==> config.mk <==
export PLATFORM = sky130hd
export DESIGN_NAME = swm_ctrl
export DESIGN_NICKNAME = d
export VERILOG_FILES = /design/src/design/swm_pkg.sv /design/src/design/swm_ctrl.sv
export SDC_FILE = /design/constraint.sdc
export NUM_CORES = 1
export LEC_CHECK = 0
export BUFFER_PORTS_ARGS = -buffer_cell sky130_fd_sc_hd__buf_2
export CAP_MARGIN = 20
export CORE_AREA = 3 3 40 42
export CTS_BUF_LIST = sky130_fd_sc_hd__clkbuf_4
export CTS_CLUSTER_SIZE = 30
export DETAILED_ROUTE_END_ITERATION = 10
export DIE_AREA = 0 0 43 45
export SYNTH_ARGS = -nofsm -noshare
export SYNTH_HDL_FRONTEND = slang
export SYNTH_SLANG_ARGS = --single-unit
==> constraint.sdc <==
create_clock -name clk -period 1.25 [get_ports clk]
set_clock_uncertainty 0.15 [all_clocks]
set_input_delay 0.25 -clock clk [delete_from_list [all_inputs] [get_ports clk]]
set_output_delay 0.25 -clock clk [all_outputs]
set_load 0.005 [all_outputs]
==> src/design/swm_pkg.sv <==
// Shared types, constants and defaults for the sliding window median filter.
`default_nettype none

package swm_pkg;

  localparam int WINDOW_MAX_DEF   = 64;
  localparam int SAMPLE_WIDTH_DEF = 32;

  localparam int WIN_SIZE_W       = 7;
  localparam logic [WIN_SIZE_W-1:0] WIN_SIZE_RESET = 7'd3;

  localparam int APB_ADDR_W = 2;
  localparam int APB_DATA_W = 32;

  typedef enum logic [1:0] {
    S_IDLE,
    S_REMOVE,
    S_INSERT,
    S_EMIT
  } swm_state_t;

  // controller to datapath
  typedef struct packed {
    logic load;
    logic remove;
    logic insert;
    logic finish;
  } swm_cmd_t;

  // datapath to controller
  typedef struct packed {
    logic full;
    logic out_busy;
  } swm_status_t;

endpackage

`default_nettype wire

==> src/design/swm_ctrl.sv <==
// Sequencer for one transaction: load, remove oldest once the window is full, insert newest, emit.
`default_nettype none

module swm_ctrl (
  input  wire logic                clk,
  input  wire logic                rst,
  input  wire logic                sample_valid,
  output logic                     sample_ready,
  input  wire swm_pkg::swm_status_t status,
  output swm_pkg::swm_cmd_t        cmd
);

  swm_pkg::swm_state_t state;
  swm_pkg::swm_state_t state_next;

  always_ff @(posedge clk) begin
    if (rst) begin
      state <= swm_pkg::S_IDLE;
    end else begin
      state <= state_next;
    end
  end

  always_comb begin
    state_next   = state;
    sample_ready = 1'b0;
    cmd          = '0;
    case (state)
      swm_pkg::S_IDLE: begin
        sample_ready = 1'b1;
        if (sample_valid) begin
          cmd.load   = 1'b1;
          state_next = swm_pkg::S_REMOVE;
        end
      end
      swm_pkg::S_REMOVE: begin
        // drop the departing sample only once the window is full
        cmd.remove = status.full;
        state_next = swm_pkg::S_INSERT;
      end
      swm_pkg::S_INSERT: begin
        cmd.insert = 1'b1;
        state_next = swm_pkg::S_EMIT;
      end
      swm_pkg::S_EMIT: begin
        // hold while an earlier result still waits in the output register and a new one is due
        if (!(status.full && status.out_busy)) begin
          cmd.finish = 1'b1;
          state_next = swm_pkg::S_IDLE;
        end
      end
      default: begin
        state_next = swm_pkg::S_IDLE;
      end
    endcase
  end

endmodule

`default_nettype wire

==> results of run 1 <==
## power by group through the flow
stage | registers (µW) | logic [µW] | clock network, µW
global route | 178 | 474 | 158
detailed placement | 124 | 286 | 0
global placement | 123 | 279 | 0
CTS | 170 | 427 | 155
finish | 170 | 430 | 142
floorplan | 118 | 178 | 0
## worst max-delay path: cells and delay by family (launching register included)
kind                       cells  cell delay (ns)
adders and majority gates      1             0.15
and+or+nand+nor                1             0.12
DFF                            1             0.38
buffers and inverters          2             0.17
## cell families (layout without fill, tap and decap cells)
logic type / after synthesis / count (layout)
mux: 1 / 1
fa+ha+maj: 4 / 4
compound gates: 4 / 4
flops: 2 / 2
buf+inv: 3 / 19
simple gates: 5 / 5
## final cells by class
cell class                 instances  share of cell area [%]
clock buffer                       3                    6.16
tap                               15                    5.14
timing repair buffer              13                    22.3
inverter                           3                    4.45
multi-input combinational         14                    49.0
sequential                         2                    13.0
## per-layer routing
metal | global-route usage [%] | routed length [µm] | up-vias
met5 | 0 | 0 | -
met4 | 9.04 | 10 | 0
met3 | 3.19 | 47 | 2
met2 | 12.0 | 294 | 7
met1 | 5.02 | 170 | 91
li1 | - | - | 100
## stage by stage
step	hold slack, ns	power, µW	cells	area, µm²	worst slack, ns
after floorplan	0.250	296	19	185	0.00655
after global placement	0.329	403	44	256	-0.112
after detailed placement	0.341	409	44	256	-0.0965
after CTS	0.130	751	50	365	-0.211
after global routing	0.166	811	50	365	-0.242
final	0.145	741	50	365	-0.198
## Yosys cell counts (all sizes together)
| cell type | n | share of area, % |
|---|---|---|
| a311oi | 1 | 4.8 |
| inv | 3 | 6.2 |
| and2 | 2 | 7.6 |
| mux2i | 1 | 5.5 |
| dfxtp | 2 | 22 |
| nor2 | 1 | 2.1 |
| nand2b | 2 | 6.9 |
| a21boi | 1 | 4.1 |
| ha | 4 | 28 |
| a32oi | 1 | 9.0 |
| o21a | 1 | 4.1 |
## worst paths after layout
kind / cells past startpoint / slack, ns / startpoint / end
hold / removal: 3 / 0.15 / rst / state[0]
setup / recovery: 4 / -0.20 / state[0] / cmd[3]
hold reg to reg: 2 / 0.39 / state[1] / state[1]
setup reg to reg: 5 / -0.13 / state[1] / state[0]
## what timing repair did
action                                  4_1_cts  5_1_grt
hold buffers                                  0        0
endpoints found under the setup margin        7        7
cloned                                        0        0
buffers inserted                              3        0
gates resized for setup                      17        0
pin swaps                                     3        1
==> results.py, run 1 <==
metrics = {
    "power": {
        "p_clk_share_pct": 19.2,
        "swShare_pct": 36.8,
        "leakagePower_uw": 0.000164,
        "p_per_area_nw_per_um2": 2030,
        "power_switching_uw": 273,
        "peakVddDrop_mv": 0.754,
        "seqPwrFrac_pct": 22.9,
        "combPwrFrac_pct": 58.0,
        "intPower_uw": 469,
    },
    "die": {
        "ios": 10,
        "dieArea_um2": 1940,
        "start_util_pct": 14.1,
        "num_rows": 13,
        "dieHeight_um": 45,
        "core_area_um2": 1280,
        "die_x_um": 43,
    },
    "cts": {
        "cts_root_buf": "clkbuf_4",
        "clk_latency_ns": 0.22,
        "cts_tree": "done",
        "cts.sinks": 2,
        "clk_pin_slew_worst_paths_ns": 0.03,
        "cts_buffers": 3,
        "cts_buffer_depth": 2,
        "cts_max_level": 1,
    },
    "worst_setup_path": {
        "critPathMaxFanout": 4,
        "required_ns": 0.85,
        "cpPeakStageDelay_ns": 0.38,
        "start_kind": "flip-flop",
        "path_cells": "inv_4 -> ha_4 -> and2_1 -> buf_2",
        "slowest_stage": "dfxtp_4",
        "worstSetupPathType": "flip-flop to output port",
        "worst-endpoint-arrival_ns": 1.05,
        "worstSetupEndpointType": "output port",
    },
    "layout": {
        "layout-drive-gt1-share_pct": 77.1,
        "multi_input_area_um2": 179,
        "fin_util_pct": 28.4,
        "final_cell_mix": "8 x buf_2, 4 x buf_4, 3 x ha_4, 3 x clkbuf_4",
        "area_growth_pct": 101,
        "top_regs": "state: 2 flops",
        "final_common_cell": "buf_2",
        "seqCellArea_um2": 47.5,
        "fill_cells": 143,
        "antenna_cells": 0,
        "fin_nets": 46,
        "top_register": "state",
        "largest_reg_flops": 2,
    },
    "place": {
        "hpwl_um": 324,
        "globalplace.congestion": 0.655,
        "numPortBuffers": 9,
    },
    "detailed_routing": {
        "firstDrtPassIters": 1,
        "route.detailed.drc": 0,
        "drt_wl_total_um": 523,
        "wire_per_inst_um": 10.5,
        "dr.first_iter.drc_count": 0,
        "avgViaCountPerCell": 4.00,
        "num_vias": 200,
        "ant_nets": 0,
    },
    "timing": {
        "setup_viol": 7,
        "tns_ns": -1.01,
        "hold_viol": 0,
        "fin_crit_ns": 1.45,
        "fmax_mhz": 691,
        "setup_slack_ns": -0.198,
        "worstMarginPinSlew_ns": 0.226,
        "rsz0062_at_grt": "true",
        "min_period_over_period_pct": 116,
        "slew_headroom_pct": 85.0,
        "drv_slew": 0,
    },
    "global_route": {
        "overflow": 0,
        "grt_max_degree": 5,
        "track_usage_pct": 6.98,
        "grt_pass1_vias": 223,
        "grt_pass1_wl_um": 883,
        "antenna_found_initial": 0,
    },
    "synth": {
        "synth-simple-area-share_pct": 16.6,
        "synthesis.instances": 19,
        "syn_avg_cell_area_um2": 9.55,
        "synthDistinctLibCells": 12,
        "ys_seq_area_share_pct": 22.1,
        "synth_top_family_by_area": "adder cells",
        "synth-compound-area-share_pct": 22.1,
        "syn_area_um2": 181,
        "synth.area.mux_share_pct": 5.52,
        "synthXorXnorAreaFrac_pct": 0,
        "yosys_warnings": 0,
        "ys_seq_elements": 2,
        "synth_nets": 28,
        "yosys.area_share.adder_pct": 27.6,
    },
    "flow_run": {
        "maxCapViolCount": 0,
    },
    "min_path": {
        "hold_path.class": "input pin to flip-flop",
    },
    "status": {
        "failed_checks": "setup timing",
        "status": "finished, violations left",
    },
}
Power figures use the tool's default switching activity.
==> run 2: changes to the inputs <==
--- a/config.mk
+++ b/config.mk
@@ -12,6 +12,7 @@
 export CTS_CLUSTER_SIZE = 30
 export DETAILED_ROUTE_END_ITERATION = 10
 export DIE_AREA = 0 0 43 45
+export REMOVE_ABC_BUFFERS = 1
 export SYNTH_ARGS = -nofsm -noshare
 export SYNTH_HDL_FRONTEND = slang
 export SYNTH_SLANG_ARGS = --single-unit
==> constraint.sdc (replaced) <==
create_clock -name clk -period 1.6 [get_ports clk]
set_clock_uncertainty 0.15 [all_clocks]
set_input_delay 0.32 -clock clk [delete_from_list [all_inputs] [get_ports clk]]
set_output_delay 0.32 -clock clk [all_outputs]
set_load 0.005 [all_outputs]
==> run 2 against run 1 <==
Compared with the run above:
- the flow now finishes without violations
- worst setup slack gained 0.26 ns
- register-to-register slack improved by 0.39 ns
- non-clock buffer count is 3 lower
- die area stayed put
- design area shrank 22%
- wire length fell by 28%
- sequential power down 41%
- final cell count down 6.0%
- total power is 42% lower
- highest routed layer is now met3
==> results.py, run 2 (synthesis gave the netlist of run 1 again) <==
metrics = {
    "status": {
        "status": "completed",
    },
    "layout": {
        "final_common_cell": "buf_2",
        "final_cell_mix": "9 x buf_2, 3 x inv_1, 3 x clkbuf_4",
        "fin_nets": 43,
        "area_growth_pct": 57.2,
        "largest_reg_flops": 2,
        "top_register": "state",
        "top_regs": "state: 2 flops",
        "finalInstanceArea_um2": 285,
        "layout-drive-gt1-share_pct": 59.4,
        "antenna_cells": 0,
    },
    "detailed_routing": {
        "route.detailed.drc": 0,
        "ant_nets": 0,
        "wire_per_inst_um": 8.02,
        "drt_wl_total_um": 377,
        "dr.first_iter.drc_count": 4,
        "num_vias": 171,
        "firstDrtPassIters": 3,
        "avgViaCountPerCell": 3.64,
    },
    "global_route": {
        "antenna_found_initial": 0,
        "grt_pass1_wl_um": 703,
        "track_usage_pct": 5.32,
        "grt_pass1_vias": 185,
        "overflow": 0,
        "grt_max_degree": 5,
    },
    "die": {
        "dieHeight_um": 45,
        "die_x_um": 43,
        "start_util_pct": 14.1,
        "num_rows": 13,
        "dieArea_um2": 1940,
        "core_area_um2": 1280,
        "ios": 10,
    },
    "cts": {
        "ctsHoldBuffers": 0,
        "cts_buffer_depth": 2,
        "clk_latency_ns": 0.22,
        "clk_pin_slew_worst_paths_ns": 0.03,
        "cts_tree": "done",
        "cts_buffers": 3,
        "cts_root_buf": "clkbuf_4",
        "cts_max_level": 1,
        "cts.sinks": 2,
    },
    "worst_setup_path": {
        "worstSetupPathType": "flip-flop to output port",
        "required_ns": 1.13,
        "start_kind": "flip-flop",
        "worst-endpoint-arrival_ns": 1.07,
        "path_buf_inv": 2,
        "critPathMaxFanout": 3,
        "cpPeakStageDelay_ns": 0.34,
        "cpLargestDelayFamily": "flip-flops",
        "worstSetupEndpointType": "output port",
        "slowest_stage": "dfxtp_4",
        "path_cells": "inv_1 -> ha_1 -> and2_2 -> buf_2",
    },
    "place": {
        "place_ws_ns": 0.170,
        "globalplace.congestion": 0.702,
        "numPortBuffers": 9,
        "postPlaceCellArea_um2": 245,
    },
    "timing": {
        "fin_crit_ns": 1.54,
        "tns_ns": 0,
        "slew_headroom_pct": 81.1,
        "min_period_over_period_pct": 96.1,
        "fmax_mhz": 650,
        "hold_viol": 0,
        "setup_viol": 0,
        "drv_slew": 0,
        "rsz0062_at_grt": "true",
        "worstMarginPinSlew_ns": 0.281,
        "setup_slack_ns": 0.0622,
    },
    "min_path": {
        "hold_path.class": "input pin to flip-flop",
    },
    "power": {
        "leakagePower_uw": 0.000141,
        "p_per_area_nw_per_um2": 1510,
        "peakVddDrop_mv": 0.395,
        "total_power_uw": 430,
    },
    "flow_run": {
        "maxCapViolCount": 0,
    },
}
-- run 2: cell count changes in the layout (fill, tap and decap cells not counted), sizes merged --
| cell | before | now |
|---|---|---|
| buf | 13 | 10 |
-- run 2: worst paths after layout --
| path | depth (start not counted) | start | slack, ns | end |
|---|---|---|---|---|
| setup / recovery | 4 | state[1] | 0.06 | cmd[2] |
| hold / removal | 3 | rst | 0.22 | state[0] |
| setup reg to reg | 5 | state[1] | 0.26 | state[0] |
| hold reg to reg | 1 | state[0] | 0.35 | state[0] |
-- run 2: timing repair --
item | in CTS | in global routing
endpoints found under the setup margin | 3 | 3
buffers inserted | 0 | 1
pin swaps | 0 | 1
endpoints found under the hold margin | 0 | 0
resized for setup | 3 | 3
-- run 2: through the flow --
step / std cells / utilization [%] / hold slack, ns
2_1_floorplan: 19 / - / 0.328
4_1_cts: 46 / 21.2 / 0.208
3_3_place_gp: 43 / 19.1 / 0.361
6_report: 47 / 22.2 / 0.217
3_5_place_dp: 43 / 19.1 / 0.377
5_1_grt: 47 / 22.2 / 0.223
-- run 2: worst register-to-register path: cells and delay by family (launching register included) --
family	cells	cell delay (ns)
AND/OR/NAND/NOR	1	0.07
buffers and inverters	1	0.13
AO/OA/AOI/OAI	2	0.36
adder cells (fa/ha/maj)	1	0.18
flip-flops	1	0.33
-- run 2: power breakdown --
part / internal [µW] / leakage [µW] / total (µW) / switching (µW)
registers: 80.3 / 0.0000175 / 100 / 19.8
logic: 119 / 0.000109 / 221 / 102
clock network: 82.5 / 0.0000138 / 109 / 26.1
-- run 2: final cells by class --
class	instances	area, µm²
fill	143	1000
sequential	2	45.0
timing repair buffer	10	52.6
inverter	3	11.3
clock buffer	3	22.5
tap	15	18.8
multi-input combinational	14	135
-- run 2: routing by layer --
metal | global-route usage, % | wire, µm
met5 | 0 | 0
met4 | 5.42 | 0
met3 | 2.79 | 60
met2 | 6.89 | 134
met1 | 5.98 | 182
